--- config.mk ---
export PLATFORM = sky130hd
export DESIGN_NAME = fmac_front
export DESIGN_NICKNAME = d
export VERILOG_FILES = /design/src/hdl/fmac_pkg.sv /design/src/hdl/fmac_front.sv
export SDC_FILE = /design/constraint.sdc
export NUM_CORES = 1
export LEC_CHECK = 0
export BUFFER_PORTS_ARGS = -buffer_cell sky130_fd_sc_hd__buf_2
export CAP_MARGIN = 20
export CORE_ASPECT_RATIO = 2
export CORE_UTILIZATION = 49
export CTS_BUF_LIST = sky130_fd_sc_hd__clkbuf_16
export DETAILED_ROUTE_END_ITERATION = 10
export PLACE_DENSITY = 0.81
export REMOVE_ABC_BUFFERS = 1
export SETUP_SLACK_MARGIN = 0.4
export SYNTH_ARGS = -nofsm -noshare
export SYNTH_HDL_FRONTEND = slang
export SYNTH_SLANG_ARGS = --single-unit
--- constraint.sdc ---
create_clock -name aclk -period 3.7 [get_ports aclk]
set_input_delay 0 -clock aclk [delete_from_list [all_inputs] [get_ports aclk]]
set_output_delay 0 -clock aclk [all_outputs]
set_load 0.01 [all_outputs]
--- src/hdl/fmac_pkg.sv ---
// Shared types, command codes and AES/CMAC helper functions for the frame MIC block.
`timescale 1ns / 1ps

package fmac_pkg;

    typedef logic [2:0] cmd_kind_t;

    localparam cmd_kind_t CMD_HDR     = 3'd0;
    localparam cmd_kind_t CMD_HDR_FIN = 3'd1;
    localparam cmd_kind_t CMD_CHAIN   = 3'd2;
    localparam cmd_kind_t CMD_FIN1    = 3'd3;
    localparam cmd_kind_t CMD_FIN2    = 3'd4;

    localparam logic [7:0] HDR_TAG  = 8'h49;
    localparam logic [7:0] CMAC_RB  = 8'h87;
    localparam logic [7:0] PAD_MARK = 8'h80;
    localparam int         BLK      = 16;

    typedef struct packed {
        cmd_kind_t    kind;
        logic [127:0] blk;
    } cmd_t;

    localparam logic [7:0] SBOX [256] = '{
        8'h63,8'h7c,8'h77,8'h7b,8'hf2,8'h6b,8'h6f,8'hc5,8'h30,8'h01,8'h67,8'h2b,8'hfe,8'hd7,8'hab,8'h76,
        8'hca,8'h82,8'hc9,8'h7d,8'hfa,8'h59,8'h47,8'hf0,8'had,8'hd4,8'ha2,8'haf,8'h9c,8'ha4,8'h72,8'hc0,
        8'hb7,8'hfd,8'h93,8'h26,8'h36,8'h3f,8'hf7,8'hcc,8'h34,8'ha5,8'he5,8'hf1,8'h71,8'hd8,8'h31,8'h15,
        8'h04,8'hc7,8'h23,8'hc3,8'h18,8'h96,8'h05,8'h9a,8'h07,8'h12,8'h80,8'he2,8'heb,8'h27,8'hb2,8'h75,
        8'h09,8'h83,8'h2c,8'h1a,8'h1b,8'h6e,8'h5a,8'ha0,8'h52,8'h3b,8'hd6,8'hb3,8'h29,8'he3,8'h2f,8'h84,
        8'h53,8'hd1,8'h00,8'hed,8'h20,8'hfc,8'hb1,8'h5b,8'h6a,8'hcb,8'hbe,8'h39,8'h4a,8'h4c,8'h58,8'hcf,
        8'hd0,8'hef,8'haa,8'hfb,8'h43,8'h4d,8'h33,8'h85,8'h45,8'hf9,8'h02,8'h7f,8'h50,8'h3c,8'h9f,8'ha8,
        8'h51,8'ha3,8'h40,8'h8f,8'h92,8'h9d,8'h38,8'hf5,8'hbc,8'hb6,8'hda,8'h21,8'h10,8'hff,8'hf3,8'hd2,
        8'hcd,8'h0c,8'h13,8'hec,8'h5f,8'h97,8'h44,8'h17,8'hc4,8'ha7,8'h7e,8'h3d,8'h64,8'h5d,8'h19,8'h73,
        8'h60,8'h81,8'h4f,8'hdc,8'h22,8'h2a,8'h90,8'h88,8'h46,8'hee,8'hb8,8'h14,8'hde,8'h5e,8'h0b,8'hdb,
        8'he0,8'h32,8'h3a,8'h0a,8'h49,8'h06,8'h24,8'h5c,8'hc2,8'hd3,8'hac,8'h62,8'h91,8'h95,8'he4,8'h79,
        8'he7,8'hc8,8'h37,8'h6d,8'h8d,8'hd5,8'h4e,8'ha9,8'h6c,8'h56,8'hf4,8'hea,8'h65,8'h7a,8'hae,8'h08,
        8'hba,8'h78,8'h25,8'h2e,8'h1c,8'ha6,8'hb4,8'hc6,8'he8,8'hdd,8'h74,8'h1f,8'h4b,8'hbd,8'h8b,8'h8a,
        8'h70,8'h3e,8'hb5,8'h66,8'h48,8'h03,8'hf6,8'h0e,8'h61,8'h35,8'h57,8'hb9,8'h86,8'hc1,8'h1d,8'h9e,
        8'he1,8'hf8,8'h98,8'h11,8'h69,8'hd9,8'h8e,8'h94,8'h9b,8'h1e,8'h87,8'he9,8'hce,8'h55,8'h28,8'hdf,
        8'h8c,8'ha1,8'h89,8'h0d,8'hbf,8'he6,8'h42,8'h68,8'h41,8'h99,8'h2d,8'h0f,8'hb0,8'h54,8'hbb,8'h16
    };

    function automatic logic [7:0] sbox(input logic [7:0] b);
        return SBOX[b];
    endfunction

    function automatic logic [7:0] xtime(input logic [7:0] b);
        return {b[6:0], 1'b0} ^ (b[7] ? 8'h1b : 8'h00);
    endfunction

    // One AES key schedule step; byte 0 sits in bits 127:120.
    function automatic logic [127:0] key_next(input logic [127:0] rk, input logic [7:0] rcon);
        logic [31:0] tmp;
        logic [31:0] w0;
        logic [31:0] w1;
        logic [31:0] w2;
        logic [31:0] w3;
        tmp = {sbox(rk[23:16]) ^ rcon, sbox(rk[15:8]), sbox(rk[7:0]), sbox(rk[31:24])};
        w0  = rk[127:96] ^ tmp;
        w1  = rk[95:64] ^ w0;
        w2  = rk[63:32] ^ w1;
        w3  = rk[31:0] ^ w2;
        return {w0, w1, w2, w3};
    endfunction

    // SubBytes, ShiftRows, MixColumns (skipped on the last round), AddRoundKey.
    function automatic logic [127:0] aes_round(input logic [127:0] s, input logic [127:0] rk,
                                               input logic last);
        logic [7:0]   t [16];
        logic [7:0]   m [16];
        logic [7:0]   all;
        logic [127:0] res;
        for (int c = 0; c < 4; c++) begin
            for (int i = 0; i < 4; i++) begin
                t[i + 4 * c] = sbox(s[127 - 8 * (i + 4 * ((c + i) % 4)) -: 8]);
            end
        end
        for (int c = 0; c < 4; c++) begin
            all = t[4*c] ^ t[4*c+1] ^ t[4*c+2] ^ t[4*c+3];
            m[4*c]   = t[4*c]   ^ all ^ xtime(t[4*c]   ^ t[4*c+1]);
            m[4*c+1] = t[4*c+1] ^ all ^ xtime(t[4*c+1] ^ t[4*c+2]);
            m[4*c+2] = t[4*c+2] ^ all ^ xtime(t[4*c+2] ^ t[4*c+3]);
            m[4*c+3] = t[4*c+3] ^ all ^ xtime(t[4*c+3] ^ t[4*c]);
        end
        for (int k = 0; k < 16; k++) begin
            res[127 - 8 * k -: 8] = (last ? t[k] : m[k]) ^ rk[127 - 8 * k -: 8];
        end
        return res;
    endfunction

    // Multiply by x in GF(2^128).
    function automatic logic [127:0] dbl(input logic [127:0] v);
        return {v[126:0], 1'b0} ^ (v[127] ? {120'd0, CMAC_RB} : 128'd0);
    endfunction

endpackage

--- src/hdl/fmac_front.sv ---
// Input side: accepts transactions, gathers frame bytes into blocks and issues block commands.
`timescale 1ns / 1ps

module fmac_front (
    input  logic               aclk,
    input  logic               aresetn,
    input  logic               s_valid,
    output logic               s_ready,
    input  logic               s_op,
    input  logic [7:0]         s_data_byte,
    input  logic [7:0]         s_frame_length,
    input  logic [31:0]        s_dev_address,
    input  logic [31:0]        s_frame_count,
    input  logic               s_direction,
    output logic               push,
    output fmac_pkg::cmd_t     push_cmd,
    input  logic               q_full
);

    logic [127:0] buf_reg, buf_next;
    logic [7:0]   seen_reg, seen_next;
    logic [7:0]   len_reg, len_next;
    logic         in_frame_reg, in_frame_next;
    logic [127:0] filled;
    logic [3:0]   pos;
    logic         take;

    assign s_ready = !q_full;
    assign take    = s_valid && s_ready;
    assign pos     = seen_reg[3:0];

    always_comb begin
        filled = buf_reg;
        filled[127 - 8 * pos -: 8] = s_data_byte;
    end

    always_comb begin
        buf_next      = buf_reg;
        seen_next     = seen_reg;
        len_next      = len_reg;
        in_frame_next = in_frame_reg;
        push          = 1'b0;
        push_cmd.kind = fmac_pkg::CMD_CHAIN;
        push_cmd.blk  = filled;
        if (take) begin
            if (!s_op) begin
                push         = 1'b1;
                push_cmd.blk = {fmac_pkg::HDR_TAG, 32'd0, 7'd0, s_direction,
                                s_dev_address[7:0], s_dev_address[15:8],
                                s_dev_address[23:16], s_dev_address[31:24],
                                s_frame_count[7:0], s_frame_count[15:8],
                                s_frame_count[23:16], s_frame_count[31:24],
                                8'd0, s_frame_length};
                push_cmd.kind = (s_frame_length == 8'd0) ? fmac_pkg::CMD_HDR_FIN
                                                         : fmac_pkg::CMD_HDR;
                buf_next      = '0;
                seen_next     = '0;
                len_next      = s_frame_length;
                in_frame_next = (s_frame_length != 8'd0);
            end else if (in_frame_reg) begin
                seen_next = seen_reg + 8'd1;
                buf_next  = filled;
                if (seen_next == len_reg) begin
                    in_frame_next = 1'b0;
                    push          = 1'b1;
                    if (pos == 4'd15) begin
                        push_cmd.kind = fmac_pkg::CMD_FIN1;
                    end else begin
                        push_cmd.kind = fmac_pkg::CMD_FIN2;
                        push_cmd.blk[127 - 8 * (pos + 4'd1) -: 8] = fmac_pkg::PAD_MARK;
                    end
                end else if (pos == 4'd15) begin
                    push     = 1'b1;
                    buf_next = '0;
                end
            end
        end
    end

    always_ff @(posedge aclk) begin
        if (!aresetn) begin
            seen_reg     <= '0;
            len_reg      <= '0;
            in_frame_reg <= 1'b0;
        end else begin
            seen_reg     <= seen_next;
            len_reg      <= len_next;
            in_frame_reg <= in_frame_next;
        end
    end

    always_ff @(posedge aclk) begin
        buf_reg <= buf_next;
    end

endmodule

== After elaboration in Yosys (flattened, before gate mapping) ==
Cells that the tools add are included.

* Flip-flop bits (word level): 145
* Output and inout bits: 133
* Latch bits: 0
* Memory bits (read-only): 0
* Memories: 0
* Memory bits (writable): 0

* Add/sub/neg operators: 6
* Mux-type cells: 22
* Divide/modulo/power cells: 0
* Bitwise logic cells: 1
* Reductions and logical operators: 6
* Shift-type cells: 4
* Multipliers: 0
* Order comparisons: 0
* Equal/unequal tests: 3

{| class="wikitable"
|+ Operators by type and width
! cell !! number
|-
| two-way mux 131 bit || 4
|-
| two-way mux 128 bit || 4
|-
| variable shift 8 x 34 -> 135 bit, first input constant || 2
|-
| bitwise mux 128 bit || 2
|-
| variable part select 8 x 34 -> 135 bit || 1
|-
| variable part select 8 x 34 -> 135 bit, first input constant || 1
|-
| negator 32 -> 34 bit || 2
|-
| two-way mux 8 bit || 2
|-
| two-way mux 1 bit || 9
|-
| subtractor 7 x 8 -> 9 bit, first input constant || 1
|-
| adder 8 x 1 -> 8 bit, second input constant || 1
|-
| == test 8 bit || 1
|-
| logical NOT 8 bit || 1
|-
| nonzero test 8 bit || 1
|-
| subtractor 7 x 7 -> 8 bit, first input constant || 1
|-
| adder 4 x 1 -> 5 bit, second input constant || 1
|-
| == test 4 bit, second input constant || 1
|-
| AND reduction 2 bit || 2
|-
| two-way mux 3 bit || 1
|-
| inequality test 2 x 1 -> 1 bit, second input constant || 1
|-
| logical AND 1 bit || 1
|-
| logical NOT 1 bit || 1
|-
| inverter 1 bit || 1
|}

== Logic depth before layout (Yosys ltp) ==
* Depth after elaboration: 10
* Depth in mapped cells: 12

== Worst setup path before layout ==
No wires, ideal clock.

* Path kind: register to register
* Start point: register in_frame_reg
* End point: register buf_reg[0] (enable)
* Path slack: -0.176 ns
* Data arrival time: 3.395 ns
* Required time: 3.219 ns
* Stages on the path, launching flop included: 4
* Clock period less this slack: 3.876 ns
* Cell sequence: dfxtp_1 -> clkbuf_1 -> o21ai_0 -> inv_1

* Word-level cells in the longest chain between the ends: 2

{| class="wikitable"
|+ Ends and longest elaborated chain
! what !! RTL line !! RTL
|-
| from (decl) || fmac_front.sv:23 || <nowiki>logic in_frame_reg, in_frame_next;</nowiki>
|-
| from (signal assigned) || fmac_front.sv:88 || <nowiki>in_frame_reg <= in_frame_next;</nowiki>
|-
| inequality test 2 x 1 -> 1 bit (no line) || n/a ||
|-
| AND reduction 2 bit (no line) || n/a ||
|-
| to (signal assigned) || fmac_front.sv:93 || <nowiki>buf_reg <= buf_next;</nowiki>
|-
| to (decl) || fmac_front.sv:20 || <nowiki>logic [127:0] buf_reg, buf_next;</nowiki>
|}

Every way passes these cells.
A chain may end at the register's enable or synchronous reset.

==> results by group <==
CTS
  – Root Buffer: clkbuf_16
  – Total CTS buffers: 17
  – H-tree depth: 4
  – TritonCTS clock tree: done
  – Clk sinks: approximately 150
  – Worst-case clock buffer depth: 2
  – Clk_lat worst skew: roughly 0.43 ns
  – Clock slew at reported path FFs: about 0.06 ns

Floorplanning
  – IO Count: about 220
  – # rows: between 60 and 70
  – Chip Height: 194.1 microns
  – Initial Utilization: 50.58%
  – Die Wd: 98.05 microns
  – Core ar.: between 0.015 and 0.02 sq mm
  – Die area: 0.01903 sq mm

Synthesis
  – #FFs+latches synth: 145
  – Avg Inst Size Synth: ~8.3 sq um
  – Yosys cell types: 56
  – Mapped cell area: roughly 0.009 sq mm
  – Cells after Synth: 1090
  – Register area share after synthesis: between 40% and 50%
  – Async SR Flop Fraction: 0%
  – Post-synth EDFFs: 128
  – Ys flop type: edfxtp_1
  – Synth warnings: 0

Placement
  – Final Wtd Congestion: 0.9457
  – Dpl ws: between 0.5 and 0.6 ns
  – Hpwl dp: roughly 20000 microns
  – Buffers on Ports: roughly 220
  – Placed cell area: between 0.01 and 0.015 sq mm

GRT
  – GRT Resource Usage Total: a little under a third
  – Vias in the first global route: around 8800
  – Global route overflow: 0
  – Initial antenna violation count: 0
  – Largest net degree at the start of global routing: 80
  – First-pass GRT wire length: around 45000 microns

Cells and area
  – Max FFs per register: approximately 130
  – Area growth syn-to-layout: 22.78%
  – Layout cells sized above 1: 23.56%
  – Finished Cell Area: around 0.011 sq mm
  – Diodes inserted: 0
  – Final Net Count: ~1400
  – Fillers: 1601

Timing
  – Setup ws final: 0.4637 ns
  – Max Clock Freq: 309.0 MHz
  – Setup-failing EPs final: 0
  – RSZ-0062 raised after global routing: no
  – Measured slew at the worst slew-check pin: 1.048 ns
  – Worst rel slew slack: a little under a third
  – Fin Clk Skew: around 0.0068 ns
  – Setup_tns: 0 ns
  – Final hold vios: 0
  – Final Max Tran Viols: 0
  – Final min period: roughly 3.2 ns
  – Final Cycle Share: between 80 and 90%

Worst setup path
  – R2R Path Start: seen_reg[3]$_SDFFE_PN0P_
  – Cell Chain, Critical Path: and4_1 > and2_1 > o221a_1 > nor4_2 > buf_4 > nor3_1 > buf_2
  – Slowest stage delay, CP: 0.73 ns
  – R2R depth: 6
  – Reg-to-reg critical path endpoint: buf_reg[63]$_SDFFCE_PN0P_
  – WP data required: 3.70 ns
  – CP endpoint: push_cmd[60]
  – R2R Setup Slk: about 0.73 ns
  – Critical Path Start: seen_reg[3]$_SDFFE_PN0P_
  – CP arrival: around 3.2 ns
  – Startpoint types: flop
  – CP Max Fanout: 24
  – CP endpoint kind: output pin
  – Slowest CP cell: o221a_1
  – Worst Setup Path Type: reg2out

Route
  – WL final: 29160 microns
  – Wire per inst: around 20 microns
  – Initial DRC count: approximately 830
  – Antenna-violating nets left: 0
  – Via Count: about 9000
  – Vias per cell: slightly above 6
  – DRC: 11
  – DRT Pass-1 Iters: 8

Worst hold path
  – Worst Hold Class: in2reg

Power
  – Pwr/cell area: between 300 and 400 mW/mm^2
  – Peak VDD IR: about 0.36 mV
  – Leakage Power: 4.544 nW

Run status
  – Failing checks: design-rule violations
  – Outcome: finished, violations left

Run
  – Max capacitance violation total: 0
==> cells by family after synthesis <==
| group | count (synthesis) | synth area share [%] |
|---|---|---|
| multiplexers | 1 | 0.1107 |
| XOR/XNOR | 10 | 1.121 |
| adder cells (fa/ha/maj) | 6 | 0.8304 |
| AO/OA/AOI/OAI | 263 | 17.70 |
| flip-flops | 145 | 46.28 |
| AND/OR/NAND/NOR | 560 | 29.41 |
| buffers and inverters | 105 | 4.540 |
==> area by class of cell <==
cell class | count | area (sq um) | share of cell area (%)
repair buffers | 261 | 1481 | 13.35
inverters | 8 | 32.53 | 0.2931
flip-flops and latches | 145 | 4188 | 37.73
clock buffers | 17 | 425.4 | 3.833
multi-input cells | 840 | 4536 | 40.86
well taps | 213 | 266.5 | 2.401
clock inverters | 15 | 170.2 | 1.533
==> metrics by stage <==
stage               std cells  hold WS [ns]  power, mW  utilization, %
floorplan                 993       0.04351      2.175               -
global placement         1445        0.2456      2.390           57.16
detailed placement       1445        0.2580      2.402           57.16
CTS                      1499        0.1243      4.135           61.81
global route             1499        0.1672      4.251           62.11
finish                   1499        0.1316      4.147           62.11
==> where the power goes <==
part | internal (mW) | switching [mW]
sequential | 1.84 | 0.0200
combinational | 0.206 | 0.327
clock | 1.05 | 0.699
==> Yosys cell counts (2+ instances only) <==
| cell type | n | share of area [%] |
|---|---|---|
| nor2_1 | 195 | 8.1 |
| nand2_1 | 140 | 5.8 |
| edfxtp_1 | 128 | 43 |
| a21oi_1 | 88 | 4.9 |
| o21ai_0 | 85 | 4.7 |
| clkbuf_1 | 80 | 3.3 |
| nor3_1 | 80 | 4.4 |
| and3_1 | 45 | 3.1 |
| a22o_1 | 28 | 2.7 |
| nand4_1 | 23 | 1.6 |
| nand3b_1 | 20 | 1.7 |
| dfxtp_1 | 17 | 3.8 |
| a22oi_1 | 14 | 1.2 |
| buf_2 | 13 | 0.72 |
| a21boi_0 | 12 | 1.0 |
| nand3_1 | 9 | 0.50 |
| nand4b_1 | 8 | 0.78 |
| o21ai_1 | 8 | 0.44 |
| inv_1 | 7 | 0.29 |
| ha_1 | 6 | 0.83 |
| nor2b_1 | 5 | 0.35 |
| xor2_1 | 5 | 0.48 |
| a31oi_1 | 4 | 0.28 |
| a41o_1 | 4 | 0.44 |
| and2_1 | 4 | 0.28 |
| buf_1 | 4 | 0.17 |
| nand2b_1 | 4 | 0.28 |
| nor4_2 | 4 | 0.55 |
| or3b_2 | 4 | 0.39 |
| xnor2_1 | 4 | 0.39 |
| and4_1 | 3 | 0.29 |
| nor4_1 | 3 | 0.21 |
| o22ai_1 | 3 | 0.21 |
| or2_2 | 3 | 0.21 |
| or3_1 | 3 | 0.21 |
| or4_1 | 3 | 0.25 |
| o21a_1 | 2 | 0.17 |
| o22a_1 | 2 | 0.19 |
| o32ai_1 | 2 | 0.19 |
| o41ai_2 | 2 | 0.36 |
==> placed cells by master (no fill, tap or decap), types with 20 or more instances in the layout <==
cell / n
a22o_1: 28
nor2_1: 194
nand3b_1: 20
nand2_1: 139
nand4_1: 23
o21ai_0: 85
a21oi_1: 87
edfxtp_1: 128
buf_2: 218
buf_4: 24
and3_1: 45
nor3_1: 79
==> metal layers <==
layer | track usage [%] | share of wire [%]
met5 | 0 | 0
met4 | 20.48 | 6.5
met3 | 4.254 | 8.0
met2 | 53.21 | 51
met1 | 35.11 | 35
==> worst min-delay path by stage <==
| stage | from | endpoint | slack (ns) | cells after the start |
|---|---|---|---|---|
| after detailed placement | q_full | s_ready | 0.26 | 3 |
| after global placement | q_full | s_ready | 0.25 | 3 |
| after floorplan | q_full | s_ready | 0.04 | 1 |
| final | q_full | seen_reg[1]$_SDFFE_PN0P_ | 0.13 | 5 |
| after global routing | q_full | seen_reg[1]$_SDFFE_PN0P_ | 0.17 | 5 |
| after CTS | q_full | seen_reg[1]$_SDFFE_PN0P_ | 0.12 | 5 |
==> repair_timing <==
item                       in CTS  in global routing
hold buffers                   17                  0
hold endpoints to repair       15                  0
buffers inserted                5                  0
setup endpoints to repair      85                 64
gates cloned                    0                  0
pin swaps                       3                  1
resized for setup               6                  9
==> worst max-delay path, delay by kind of cell (launching register included) <==
family	cells	cell delay, ns
buffers and inverters	2	0.41
and+or+nand+nor	4	1.02
DFF	1	0.64
AOI/OAI and AO/OA	1	0.73
(Power assumes the default switching activity.)
