File: config.mk
export PLATFORM = sky130hd
export DESIGN_NAME = fmac_queue
export DESIGN_NICKNAME = d
export VERILOG_FILES = /design/src/hdl/fmac_pkg.sv /design/src/hdl/fmac_queue.sv
export SDC_FILE = /design/constraint.sdc
export NUM_CORES = 1
export LEC_CHECK = 0
export BUFFER_PORTS_ARGS = -buffer_cell sky130_fd_sc_hd__buf_2
export CORE_ASPECT_RATIO = 0.75
export CORE_UTILIZATION = 56
export DETAILED_ROUTE_END_ITERATION = 7
export PLACE_DENSITY = 0.84
export SLEW_MARGIN = 10
export SYNTH_ARGS = -nofsm -noshare
export SYNTH_HDL_FRONTEND = slang
export SYNTH_SLANG_ARGS = --single-unit
File: constraint.sdc
create_clock -name aclk -period 10.54 [get_ports aclk]
set_input_delay 1.054 -clock aclk [delete_from_list [all_inputs] [get_ports aclk]]
set_output_delay 1.054 -clock aclk [all_outputs]
set_load 0.01 [all_outputs]
File: src/hdl/fmac_pkg.sv
// Shared types, command codes and AES/CMAC helper functions for the frame MIC block.
`timescale 1ns / 1ps

package fmac_pkg;

    typedef logic [2:0] cmd_kind_t;

    localparam cmd_kind_t CMD_HDR     = 3'd0;
    localparam cmd_kind_t CMD_HDR_FIN = 3'd1;
    localparam cmd_kind_t CMD_CHAIN   = 3'd2;
    localparam cmd_kind_t CMD_FIN1    = 3'd3;
    localparam cmd_kind_t CMD_FIN2    = 3'd4;

    localparam logic [7:0] HDR_TAG  = 8'h49;
    localparam logic [7:0] CMAC_RB  = 8'h87;
    localparam logic [7:0] PAD_MARK = 8'h80;
    localparam int         BLK      = 16;

    typedef struct packed {
        cmd_kind_t    kind;
        logic [127:0] blk;
    } cmd_t;

    localparam logic [7:0] SBOX [256] = '{
        8'h63,8'h7c,8'h77,8'h7b,8'hf2,8'h6b,8'h6f,8'hc5,8'h30,8'h01,8'h67,8'h2b,8'hfe,8'hd7,8'hab,8'h76,
        8'hca,8'h82,8'hc9,8'h7d,8'hfa,8'h59,8'h47,8'hf0,8'had,8'hd4,8'ha2,8'haf,8'h9c,8'ha4,8'h72,8'hc0,
        8'hb7,8'hfd,8'h93,8'h26,8'h36,8'h3f,8'hf7,8'hcc,8'h34,8'ha5,8'he5,8'hf1,8'h71,8'hd8,8'h31,8'h15,
        8'h04,8'hc7,8'h23,8'hc3,8'h18,8'h96,8'h05,8'h9a,8'h07,8'h12,8'h80,8'he2,8'heb,8'h27,8'hb2,8'h75,
        8'h09,8'h83,8'h2c,8'h1a,8'h1b,8'h6e,8'h5a,8'ha0,8'h52,8'h3b,8'hd6,8'hb3,8'h29,8'he3,8'h2f,8'h84,
        8'h53,8'hd1,8'h00,8'hed,8'h20,8'hfc,8'hb1,8'h5b,8'h6a,8'hcb,8'hbe,8'h39,8'h4a,8'h4c,8'h58,8'hcf,
        8'hd0,8'hef,8'haa,8'hfb,8'h43,8'h4d,8'h33,8'h85,8'h45,8'hf9,8'h02,8'h7f,8'h50,8'h3c,8'h9f,8'ha8,
        8'h51,8'ha3,8'h40,8'h8f,8'h92,8'h9d,8'h38,8'hf5,8'hbc,8'hb6,8'hda,8'h21,8'h10,8'hff,8'hf3,8'hd2,
        8'hcd,8'h0c,8'h13,8'hec,8'h5f,8'h97,8'h44,8'h17,8'hc4,8'ha7,8'h7e,8'h3d,8'h64,8'h5d,8'h19,8'h73,
        8'h60,8'h81,8'h4f,8'hdc,8'h22,8'h2a,8'h90,8'h88,8'h46,8'hee,8'hb8,8'h14,8'hde,8'h5e,8'h0b,8'hdb,
        8'he0,8'h32,8'h3a,8'h0a,8'h49,8'h06,8'h24,8'h5c,8'hc2,8'hd3,8'hac,8'h62,8'h91,8'h95,8'he4,8'h79,
        8'he7,8'hc8,8'h37,8'h6d,8'h8d,8'hd5,8'h4e,8'ha9,8'h6c,8'h56,8'hf4,8'hea,8'h65,8'h7a,8'hae,8'h08,
        8'hba,8'h78,8'h25,8'h2e,8'h1c,8'ha6,8'hb4,8'hc6,8'he8,8'hdd,8'h74,8'h1f,8'h4b,8'hbd,8'h8b,8'h8a,
        8'h70,8'h3e,8'hb5,8'h66,8'h48,8'h03,8'hf6,8'h0e,8'h61,8'h35,8'h57,8'hb9,8'h86,8'hc1,8'h1d,8'h9e,
        8'he1,8'hf8,8'h98,8'h11,8'h69,8'hd9,8'h8e,8'h94,8'h9b,8'h1e,8'h87,8'he9,8'hce,8'h55,8'h28,8'hdf,
        8'h8c,8'ha1,8'h89,8'h0d,8'hbf,8'he6,8'h42,8'h68,8'h41,8'h99,8'h2d,8'h0f,8'hb0,8'h54,8'hbb,8'h16
    };

    function automatic logic [7:0] sbox(input logic [7:0] b);
        return SBOX[b];
    endfunction

    function automatic logic [7:0] xtime(input logic [7:0] b);
        return {b[6:0], 1'b0} ^ (b[7] ? 8'h1b : 8'h00);
    endfunction

    // One AES key schedule step; byte 0 sits in bits 127:120.
    function automatic logic [127:0] key_next(input logic [127:0] rk, input logic [7:0] rcon);
        logic [31:0] tmp;
        logic [31:0] w0;
        logic [31:0] w1;
        logic [31:0] w2;
        logic [31:0] w3;
        tmp = {sbox(rk[23:16]) ^ rcon, sbox(rk[15:8]), sbox(rk[7:0]), sbox(rk[31:24])};
        w0  = rk[127:96] ^ tmp;
        w1  = rk[95:64] ^ w0;
        w2  = rk[63:32] ^ w1;
        w3  = rk[31:0] ^ w2;
        return {w0, w1, w2, w3};
    endfunction

    // SubBytes, ShiftRows, MixColumns (skipped on the last round), AddRoundKey.
    function automatic logic [127:0] aes_round(input logic [127:0] s, input logic [127:0] rk,
                                               input logic last);
        logic [7:0]   t [16];
        logic [7:0]   m [16];
        logic [7:0]   all;
        logic [127:0] res;
        for (int c = 0; c < 4; c++) begin
            for (int i = 0; i < 4; i++) begin
                t[i + 4 * c] = sbox(s[127 - 8 * (i + 4 * ((c + i) % 4)) -: 8]);
            end
        end
        for (int c = 0; c < 4; c++) begin
            all = t[4*c] ^ t[4*c+1] ^ t[4*c+2] ^ t[4*c+3];
            m[4*c]   = t[4*c]   ^ all ^ xtime(t[4*c]   ^ t[4*c+1]);
            m[4*c+1] = t[4*c+1] ^ all ^ xtime(t[4*c+1] ^ t[4*c+2]);
            m[4*c+2] = t[4*c+2] ^ all ^ xtime(t[4*c+2] ^ t[4*c+3]);
            m[4*c+3] = t[4*c+3] ^ all ^ xtime(t[4*c+3] ^ t[4*c]);
        end
        for (int k = 0; k < 16; k++) begin
            res[127 - 8 * k -: 8] = (last ? t[k] : m[k]) ^ rk[127 - 8 * k -: 8];
        end
        return res;
    endfunction

    // Multiply by x in GF(2^128).
    function automatic logic [127:0] dbl(input logic [127:0] v);
        return {v[126:0], 1'b0} ^ (v[127] ? {120'd0, CMAC_RB} : 128'd0);
    endfunction

endpackage

File: src/hdl/fmac_queue.sv
// Two-entry command queue between the input side and the cipher side.
`timescale 1ns / 1ps

module fmac_queue (
    input  logic           aclk,
    input  logic           aresetn,
    input  logic           push,
    input  fmac_pkg::cmd_t push_cmd,
    output logic           full,
    input  logic           pop,
    output logic           q_valid,
    output fmac_pkg::cmd_t q_cmd
);

    fmac_pkg::cmd_t ent_reg [2];
    logic           wr_ptr_reg, rd_ptr_reg;
    logic [1:0]     cnt_reg;

    assign full    = (cnt_reg == 2'd2);
    assign q_valid = (cnt_reg != 2'd0);
    assign q_cmd   = ent_reg[rd_ptr_reg];

    always_ff @(posedge aclk) begin
        if (!aresetn) begin
            wr_ptr_reg <= 1'b0;
            rd_ptr_reg <= 1'b0;
            cnt_reg    <= '0;
        end else begin
            if (push) begin
                wr_ptr_reg <= !wr_ptr_reg;
            end
            if (pop) begin
                rd_ptr_reg <= !rd_ptr_reg;
            end
            cnt_reg <= cnt_reg + {1'b0, push} - {1'b0, pop};
        end
    end

    always_ff @(posedge aclk) begin
        if (push) begin
            ent_reg[wr_ptr_reg] <= push_cmd;
        end
    end

endmodule

**After elaboration in Yosys (flattened, before gate mapping)**

Memories as Yosys holds them, arrays and structs flattened. A register that Yosys moved wholly into a read port is not among the register bits.
Cells that the tools add are included.

- RAM bits: 262
- Bits of input ports: 135
- Memories: 1
- Logic and storage cells: 14
- Register bits: 4
- Output and inout bits: 133

- Reductions and logical operators: 3
- $add $sub $neg: 2
- Equal/unequal tests: 1
- Mux-type cells: 4

Memories:

| name | words | width | read ports | clocked after memory_dff | wr ports | line | text |
|---|---|---|---|---|---|---|---|
| ent_reg | 2 | 131 | 1 | 1 | 1 | fmac_queue.sv:15 | `fmac_pkg::cmd_t ent_reg [2];` |

Operators with widths:

| cell | count |
|---|---|
| 1-bit two-way mux | 4 |
| 2-bit by 1-bit adder with 2-bit output | 1 |
| 2-bit equality test (second input constant) | 1 |
| 1-bit logical NOT | 2 |
| 2-bit nonzero test | 1 |
| 2-bit by 1-bit subtractor with 2-bit output | 1 |

**Logic depth before layout (Yosys ltp)**

Gate-level depths: netlist (run 1).

- Depth in word-level cells: 3
- Mapped depth: 6

**Worst setup path before layout (run 1)**

OpenSTA, ideal clock, no wires.

- Kind: input -> register
- From: input port push
- To: memory ent_reg[0][0] (netlist bit) (enable)
- Buffers on the path: 0
- Arrival time: 6.761 ns
- Cell stages on the path: 1
- Path slack: 3.140 ns
- Path through: nor2b_1

- Longest elaborated chain between the ends: 2

Ends and longest elaborated chain:

| element | line | text |
|---|---|---|
| start: declaration | fmac_queue.sv:7 | `input logic push,` |
| 1-bit two-way mux | fmac_queue.sv:40 | `if (push) begin` |
| 1-bit two-way mux (implied by the code) | fmac_queue.sv:41 | `ent_reg[wr_ptr_reg] <= push_cmd;` |
| end: declaration | fmac_queue.sv:15 |  |

No other way between the ends.

==> impl_results.md, run 1 <==
- Pin count of the biggest net entering global routing: 76
- Core outline area: 17,600 um^2
- Highest ir drop seen on vdd: 0.131 mV
- Number of flip-flops in the largest register: 262
- Share of the clock period used by the worst path: 34.6%
- Area of all placed cells without fillers: 12,400 um^2
- ANT nets after route: 0
- Total Power Consumption: 2410 uW
- Vias post-DR: 4,976
- DRC violation total after the first TritonRoute iteration: 297
- Worst slew margin: 31.4%
- RSZ-0062 raised after global routing: no
- Yosys Warn Count: 0
- Static power due to leakage: 0.00488 uW
- Kind of capture point of the worst setup path: output pin
- Number of distinct library cells after synthesis: 15
- Internal power of the cells: 1900 uW
- Synthesized-area fraction occupied by and/or/nand/nor cells: 0.560%
- Critical-path maximum fanout: 60
- Final std cells w/o fill: 973
- Initial core utilization: 57.1%
- Number of placed instances with taps included: 928
- Sequential Power Share: 51.9%
- Gpl congestion: 0.712
- Routed wire per std cell: 18.8 um
- Clock share of power: 37.1%
- Post-synthesis sequential element count: 267
- Total number of H-tree levels: 1
- Max cap viols: 0
- Final Max Tran Viols: 0
- Adder and majority cell fraction of the synthesized area: 0.249%
- Run status: completed
- Kind of path behind the tightest hold check: register to register
- Maximum achievable frequency: 274 MHz
- Post-synthesis mux area share: 18.0%
- Worst EP required: 9.49 ns
- Horizontal extent of the die: 157 um
- Total length of routed wires: 18,300 um
- Synthesized-area fraction occupied by ao, oa, aoi and oai cells: 0.0747%
- Final TNS setup: 0 ns
- Number of clock buffers inserted by TritonCTS: 25
- Arr. time, crit path: 2.60 ns
- Placement-stage cell area: 11,600 um^2
- Share of the yosys chip area belonging to registers: 79.2%
- Number of hold buffers added after cts: 0
- Combinational family with the most area after synthesis: multiplexers
- Setup Skew: 0.00625 ns
- Most common library cell in the layout ignoring fill and taps: buf_2
- Row Count: 42
- Clock slew seen by the registers of the worst setup and hold paths: 0.06 ns
- Power Dens Cells: 194 nW/um^2
- Synthesized area divided by synthesized cell count: 23.4 um^2
- Portion of total power attributed to combinational logic: 11.0%
- Post-route DRC: 0
- All-Layer GR Usage: 19.5%
- Critical path startpoint category: register
- # IOs: 268
- Nets@finish: 850
- Clock latency reported for the late side of the worst-skew pair: 0.50 ns
- Fraction of final layout cells with drive strength greater than 1: 60.7%
- Via count of the first global-routing pass: 5,119
- Post-cts sizing count: 0
- Setup-violating endpoint count in the final report: 0
- Final min period: 3.65 ns
- HPWL after detailed placement: 12,400 um
- Core Util, Final: 70.6%
- Highest-count cells in the layout ignoring fill and taps: buf_2 (267), edfxtp_1 (262), mux2_4 (90), mux2_2 (41), clkbuf_16 (25)
- Cell area after technology mapping: 10,100 um^2
- Transition time of the tightest slew-check pin: 1.03 ns
- Number of instances in the synthesized netlist: 429
- Die height: 118 um
- Sink Count: 267
- First-pass GRT wire length: 27,100 um
- Area added between synthesis and finish: 23.5%
- Maximum root-to-sink buffer count: 3
- Port bufs: 267
- Number of hold violations in the final report: 0
- Power spent charging and discharging nets: 511 uW
- Die footprint: 18,500 um^2
- Detailed Routing Iterations Pass 1: 4
- Initial antenna violation count: 1
- # diodes: 0
- Post-CTS setup buffer count: 0
- Vias per cell: 5.11
- Post-synthesis xor/xnor area fraction: 0.311%
- Overall overflow remaining after global route: 0
- Number of nets produced by synthesis: 566
- Critical setup path kind: register to output pin
- Cell at the root of the clock tree: clkbuf_16
- Net switching fraction of the power: 21.2%
- Clock tree from TritonCTS: built
## power groups by stage
stage | Clock (uW) | Combinational, uW | Sequential, uW
global route | 952 | 282 | 1250
floorplan | 0 | 170 | 1270
detailed placement | 0 | 265 | 1270
global placement | 0 | 257 | 1270
finish | 893 | 264 | 1250
CTS | 912 | 267 | 1250
## worst max-delay path, cell delays in order (launching register included)
cell and delay, ns:
dfxtp_4 0.67, buf_4 0.79, mux2_2 0.43, buf_2 0.15
## worst paths after layout
path,cells after the start,end,start,slack [ns]
worst max-delay path,3,q_cmd[28],register,6.89
worst min-delay path,2,register,rd_ptr_reg,0.60
worst max register to register,2,ent_reg[1][78],wr_ptr_reg,8.09
worst min register to register,2,register,rd_ptr_reg,0.60
## per-layer routing
metal / routed length, um / vias up / GRT usage, % / part of all wire [%]
met2: 8990 / 237 / 32.7 / 49
li1: - / 2268 / - / -
met3: 1620 / 27 / 5.93 / 8.9
met5: 0 / - / 0 / 0
met4: 383 / 0 / 4.90 / 2.1
met1: 7280 / 2444 / 24.7 / 40
## final cells by class
class                   count  area, um^2
clock inverters            19         195
clock buffers              26         629
fillers                  1102        5180
flip-flops and latches    267        7970
well taps                 242         303
inverters                   2        7.51
repair buffers            272        1370
multi-input cells         145        1940
## through the flow
step / setup slack (ns) / hold WS [ns]
floorplan: 3.14 / 0.555
CTS: 6.85 / 0.605
global route: 6.76 / 0.617
global placement: 7.40 / 0.567
finish: 6.89 / 0.598
detailed placement: 7.30 / 0.590
## kinds of logic after synthesis
| kind of cell | count (synthesis) |
|---|---|
| AOI/OAI and AO/OA | 1 |
| xor gates and xnor gates | 2 |
| adders and majority gates | 2 |
| buffers and inverters | 17 |
| DFF | 267 |
| muxes | 131 |
| and+or+nand+nor | 9 |
## Yosys cell counts
cell type	instances	area [um^2]
and2_1	4	25.0
buf_2	4	20.0
buf_6	10	113
buf_8	1	15.0
dfxtp_1	5	100
edfxtp_1	262	7870
ha_1	2	25.0
inv_1	2	7.51
mux2_2	41	462
mux2_4	90	1350
nor2b_1	4	25.0
o21a_1	1	7.51
or2_2	1	6.26
xnor3_1	1	22.5
xor2_1	1	8.76
(Power assumes the default switching activity.)
==> run 2: changes to the inputs <==
Settings changed: CORE_UTILIZATION 56 to 52, PLACE_DENSITY 0.84 to 0.79.
Clock period 10.54 ns to 3.8 ns, I/O delays scaled along.
==> run 2 against run 1 <==
Critical path depth unchanged. Clock-buffer cell count rose by 7. Final area is essentially flat. Combinational power rose to 2.8 times the previous value. Cell count is 0.51% higher. Register-to-register slack worse by 6.2 ns. Worst hold slack lost 0.54 ns. Sequential share of layout area about the same. Global-route usage is 1.8 points lower. Critical path type unchanged. Highest routed layer is now met5.
==> impl_results.md, run 2 (synthesized netlist as in run 1, its figures left out) <==
- Share of the clock period used by the worst path: 68.0%
- Highest cell delay on the worst timing path: 0.62 ns (-0.17 ns)
- Worst EP required: 3.42 ns (-6.07 ns)
- Static power due to leakage: 0.00488 uW (about the same)
- Arr. time, crit path: 2.20 ns (-0.40 ns)
- Top Layer Used: met5
- Run status: completed
- Via count of the first global-routing pass: 5,068 (-1.0%)
- Core outline area: 18,700 um^2 (+6.4%)
- Setup Skew: 0.00409 ns (-0.00217 ns)
- Routed wire per std cell: 18.6 um (-0.71%)
- RSZ-0062 raised after global routing: no
- Horizontal extent of the die: 163 um (+3.7%)
- Worst hold slack: 0.0558 ns (-0.542 ns)
- HPWL after detailed placement: 12,200 um (-1.8%)
- Initial core utilization: 53.7% (-3.4 points)
- Initial antenna violation count: 2 (+1)
- ANT nets after route: 0 (unchanged)
- Die height: 122 um (+3.7%)
- Length of routed wiring on met1: 7200 um (-1.1%)
- # IOs: 268 (unchanged)
- Launch point of the worst reg-to-reg path: wr_ptr_reg
- Fraction of final layout cells with drive strength greater than 1: 60.1% (-0.60 points)
- Transition time of the tightest slew-check pin: 0.921 ns (-0.108 ns)
- Final min period: 2.58 ns
- Most common library cell in the layout ignoring fill and taps: buf_2
- Source of the worst hold timing path: push_cmd[5]
- Area added between synthesis and finish: 23.6% (about the same)
- Number of clock buffers inserted by TritonCTS: 26 (+4.0%)
- Number of flip-flops in the largest register: 262 (unchanged)
- Critical setup path kind: register to output pin
- Post-CTS setup buffer count: 0 (unchanged)
- Metal3 WL: 2060 um (+27%)
- Pin count of the biggest net entering global routing: 70 (-7.9%)
- Nets@finish: 852 (+0.24%)
- Detailed Routing Iterations Pass 1: 4 (unchanged)
- Power Dens Cells: 530 nW/um^2 (+170%)
- Clock latency reported for the late side of the worst-skew pair: 0.51 ns (about the same)
- FILL cells: 1,263 (+15%)
- Final TNS setup: 0 ns (unchanged)
- Area of all placed cells without fillers: 12,400 um^2 (about the same)
- Vias per cell: 5.04 (-1.4%)
- Die footprint: 19,900 um^2 (+7.6%)
- Ordered list of cells on the worst path: buf_4 > mux2_2 > buf_2
- First-pass GRT wire length: 26,600 um (-2.1%)
- Cell at the root of the clock tree: clkbuf_16
- Cell with the biggest individual delay on the critical path: dfxtp_4
- Maximum root-to-sink buffer count: 3 (unchanged)
- Worst slew margin: 38.6% (+7.2 points)
- Clock tree from TritonCTS: built
- Number of hold buffers added after cts: 0 (unchanged)
- Kind of path behind the tightest hold check: input pin to register
- Sink Count: 267 (unchanged)
- Highest ir drop seen on vdd: 0.346 mV (+160%)
- Max cap viols: 0 (unchanged)
- Critical-path maximum fanout: 33 (-45%)
- Overall overflow remaining after global route: 0 (unchanged)
- Post-cts sizing count: 0 (unchanged)
- Core Util, Final: 66.4% (-4.2 points)
- All-Layer GR Usage: 17.7% (-1.8 points)
- Gpl congestion: 0.827 (+16%)
- Area of all sequential standard cells: 7970 um^2 (unchanged)
- Highest-count cells in the layout ignoring fill and taps: buf_2 (267), edfxtp_1 (262), mux2_4 (90), mux2_2 (41), clkbuf_16 (27)
- Total number of H-tree levels: 1 (unchanged)
- Placement-stage cell area: 11,600 um^2 (+0.33%)
- Maximum achievable frequency: 387 MHz
- Setup-violating endpoint count in the final report: 0 (unchanged)
- Number of hold violations in the final report: 0 (unchanged)
- DRC violation total after the first TritonRoute iteration: 316 (+6.4%)
- Kind of capture point of the worst setup path: output pin
- Footprint of the multi-input gates: 1940 um^2 (unchanged)
- Metal2 WL: 8580 um (-4.5%)
- Final Max Tran Viols: 0 (unchanged)
- Port bufs: 267 (unchanged)
- Clock slew seen by the registers of the worst setup and hold paths: 0.06 ns (about the same)
- Critical path startpoint category: register
- Vias post-DR: 4,934 (-0.84%)
- Post-route DRC: 0 (unchanged)
- Total length of routed wires: 18,200 um (-0.20%)
- Row Count: 43 (+2.4%)
-- run 2: cell types whose count changed in the layout (fill, tap and decap cells not counted) --
cell / previous run / this run
buf_12: 0 / 2
buf_4: 5 / 4
bufinv_16: 4 / 2
clkbuf_1: 1 / 6
clkbuf_16: 25 / 27
clkinv_1: 7 / 6
clkinv_2: 5 / 2
clkinvlp_4: 2 / 0
diode_2: 0 / 1
inv_6: 1 / 0
-- run 2: per-layer routing --
metal | up-vias | GRT usage (%)
li1 | 2273 | -
met1 | 2387 | 21.9
met2 | 243 | 29.4
met3 | 29 | 6.49
met4 | 2 | 4.85
met5 | - | 0
-- run 2: path summary, 6_finish.rpt --
check | endpoint | slack (ns) | depth (start not counted)
worst max-delay path | q_cmd[1] | 1.22 | 3
worst min-delay path | ent_reg[1][5] | 0.06 | 1
worst max register to register | ent_reg[1][50] | 1.87 | 2
worst min register to register | rd_ptr_reg | 0.60 | 2
-- run 2: power by group --
part | internal [uW] | total (uW) | switching (uW)
combinational | 378 | 728 | 351
clock | 1420 | 2390 | 975
sequential | 3410 | 3460 | 53.4
-- run 2: through the flow --
step | instances | worst slack (ns) | power [uW]
detailed placement | 934 | 1.68 | 4260
CTS | 977 | 1.20 | 6650
floorplan | 429 | 1.01 | 3970
global route | 977 | 1.13 | 6800
global placement | 934 | 1.76 | 4230
finish | 978 | 1.22 | 6580
-- run 2: layout make-up --
type | instances | area share (%)
diodes | 1 | 0.0201
inverters | 2 | 0.0604
clock buffers | 33 | 5.62
clock inverters | 10 | 0.745
multi-input cells | 145 | 15.6
flip-flops and latches | 267 | 64.1
repair buffers | 273 | 11.3
well taps | 247 | 2.49
-- run 2: critical path, delay by kind of cell, from the launching register on --
kind / cells / cell delay [ns]
buffers and inverters: 2 / 0.66
DFF: 1 / 0.62
muxes: 1 / 0.40
==> run 3: changes to the inputs <==
Clock period 3.8 ns to 2.7 ns, I/O delays scaled along.
==> run 3 against run 2 <==
Via count is 13% higher. Combinational power grew 69%. Final area rose by 11%. Sequential share of layout area fell by 6.3 points. Critical path depth did not move. Largest cell class unchanged. Register-to-register slack got worse by 0.84 ns. Global-route usage increased by 3.0 points. Power up 43%. Die area stayed put.
==> impl_results.md, run 3 (synthesized netlist as in run 1, its figures left out) <==
- Run status: completed
- Critical-path maximum fanout: 73 (+120%)
- Detailed Routing Iterations Pass 1: 4 (unchanged)
- Routed wire per std cell: 19.0 um (+1.8%)
- Final Max Tran Viols: 0 (unchanged)
- Area of all placed cells without fillers: 13,800 um^2 (+11%)
- Highest cell delay on the worst timing path: 0.42 ns (-0.20 ns)
- Share of the clock period used by the worst path: 79.5%
- Most common library cell in the layout ignoring fill and taps: buf_2
- Die footprint: 19,900 um^2 (unchanged)
- Sink Count: 267 (unchanged)
- Clock slew seen by the registers of the worst setup and hold paths: 0.07 ns (about the same)
- Max cap viols: 0 (unchanged)
- Nets@finish: 982 (+15%)
- Die height: 122 um (unchanged)
- Maximum root-to-sink buffer count: 3 (unchanged)
- Register-to-Register Setup Slack: 1.03 ns (-0.84 ns)
- Final min period: 2.15 ns
- Total length of routed wires: 21,100 um (+16%)
- Worst slew margin: 58.6% (+20 points)
- Transition time of the tightest slew-check pin: 0.621 ns (-0.301 ns)
- FILL cells: 1,090 (-14%)
- Port bufs: 267 (unchanged)
- Initial core utilization: 53.7% (unchanged)
- Number of clock buffers inserted by TritonCTS: 25 (-3.8%)
- Logic depth of the worst register-to-register path: 2 (unchanged)
- Via count of the first global-routing pass: 5,882 (+16%)
- ANT nets after route: 0 (unchanged)
- Kind of path behind the tightest hold check: input pin to register
- Critical path startpoint category: register
- Cell at the root of the clock tree: clkbuf_16
- Core Util, Final: 73.6% (+7.2 points)
- Min setup slack post-route: 0.555 ns (-0.663 ns)
- Initial antenna violation count: 0 (-2)
- Arr. time, crit path: 1.88 ns (-0.32 ns)
- Horizontal extent of the die: 163 um (unchanged)
- Launch point of the worst reg-to-reg path: wr_ptr_reg
- Vias per cell: 5.02 (-0.55%)
- Setup Skew: 0.0126 ns (+0.00847 ns)
- Clock tree from TritonCTS: built
- DRC violation total after the first TritonRoute iteration: 377 (+19%)
- Source of the worst hold timing path: aresetn
- Fraction of final layout cells with drive strength greater than 1: 51.6% (-8.6 points)
- Clock latency reported for the late side of the worst-skew pair: 0.50 ns (about the same)
- Static power due to leakage: 0.00544 uW (+12%)
- Post-cts sizing count: 0 (unchanged)
- Cell with the biggest individual delay on the critical path: buf_12
- Number of hold violations in the final report: 0 (unchanged)
- RSZ-0062 raised after global routing: no
- Highest ir drop seen on vdd: 0.497 mV (+43%)
- Worst EP required: 2.43 ns (-0.99 ns)
- Final TNS setup: 0 ns (unchanged)
- Pin count of the biggest net entering global routing: 74 (+5.7%)
- Total number of H-tree levels: 1 (unchanged)
- Setup-violating endpoint count in the final report: 0 (unchanged)
- First-pass GRT wire length: 31,200 um (+17%)
- Highest-count cells in the layout ignoring fill and taps: buf_2 (267), edfxtp_1 (262), dlygate4sd3_1 (131), mux2_4 (90), mux2_2 (41)
- Area added between synthesis and finish: 37.1%
- # diodes: 0 (-1)
- Reg-to-reg critical path endpoint: ent_reg[1][130]
- Vias post-DR: 5,569 (+13%)
- Number of hold buffers added after cts: 131 (+131)
- Power Dens Cells: 685 nW/um^2 (+29%)
- Post-CTS setup buffer count: 0 (unchanged)
- HPWL after detailed placement: 12,200 um (+0.22%)
- Hold Path Depth: 2 (+1)
- Ordered list of cells on the worst path: buf_12 > mux2_2 > buf_2
- Post-route DRC: 0 (unchanged)
- Core outline area: 18,700 um^2 (unchanged)
- Gpl congestion: 0.810 (-2.0%)
- Worst hold slack: 0.0590 ns (+0.00314 ns)
- Kind of capture point of the worst setup path: output pin
- Overall overflow remaining after global route: 0 (unchanged)
- All-Layer GR Usage: 20.7% (+3.0 points)
- Number of flip-flops in the largest register: 262 (unchanged)
- Maximum achievable frequency: 466 MHz
- Setup slack at placement: 1.01 ns (-0.675 ns)
- # IOs: 268 (unchanged)
- Row Count: 43 (unchanged)
- Placement-stage cell area: 11,700 um^2 (+0.44%)
- Critical setup path kind: register to output pin
-- run 3: cell count changes in the layout (fill, tap and decap cells not counted), sizes merged --
cell	previous run	this run
dlygate4sd3	0	131
clkbuf	33	32
clkinv	8	9
clkinvlp	0	1
diode	1	0
inv	2	3
-- run 3: worst max-delay path: cells and delay by family (launching register included) --
family / cells / cell delay, ns
buf+inv: 2 / 0.57
mux: 1 / 0.42
flops: 1 / 0.37
-- run 3: area by class of cell --
cell class              instances  area (um^2)  share of cell area, %
flip-flops and latches        267         7970                   57.8
repair buffers                404         2770                   20.1
multi-input cells             145         1940                   14.1
clock buffers                  32          662                   4.80
well taps                     247          309                   2.24
clock inverters                13          121                  0.881
inverters                       2         7.51                 0.0545
-- run 3: worst max path at each step --
stage / start / end / slack [ns] / cells after the start
global route: register / q_cmd[5] / 0.49 / 3
floorplan: wr_ptr_reg / ent_reg[0][0] / 0.009 / 1
global placement: push / ent_reg[1][79] / 1.08 / 3
CTS: register / q_cmd[3] / 0.53 / 3
detailed placement: push / ent_reg[1][76] / 1.01 / 3
finish: register / q_cmd[8] / 0.55 / 3
-- run 3: where the power goes --
| part | leakage, uW | internal [uW] | switching [uW] |
|---|---|---|---|
| combinational | 0.00255 | 668 | 566 |
| sequential | 0.00250 | 4790 | 64.2 |
| clock | 0.000384 | 1930 | 1430 |
| total | 0.00544 | 7390 | 2060 |
-- run 3: per-layer routing --
layer | share of wire, % | GRT usage (%) | vias to the layer above | wire length (um)
met5 | 0 | 0 | - | 0
met4 | 1.9 | 4.96 | 0 | 406
met3 | 7.4 | 4.90 | 30 | 1560
met2 | 51 | 37.2 | 240 | 10700
met1 | 40 | 25.4 | 2765 | 8410
li1 | - | - | 2534 | -
-- run 3: metrics by stage --
step / power, uW / cells
2_1_floorplan: 5590 / 429
3_3_place_gp: 5960 / 934
3_5_place_dp: 6010 / 934
4_1_cts: 9480 / 1110
5_1_grt: 9770 / 1110
6_report: 9450 / 1110
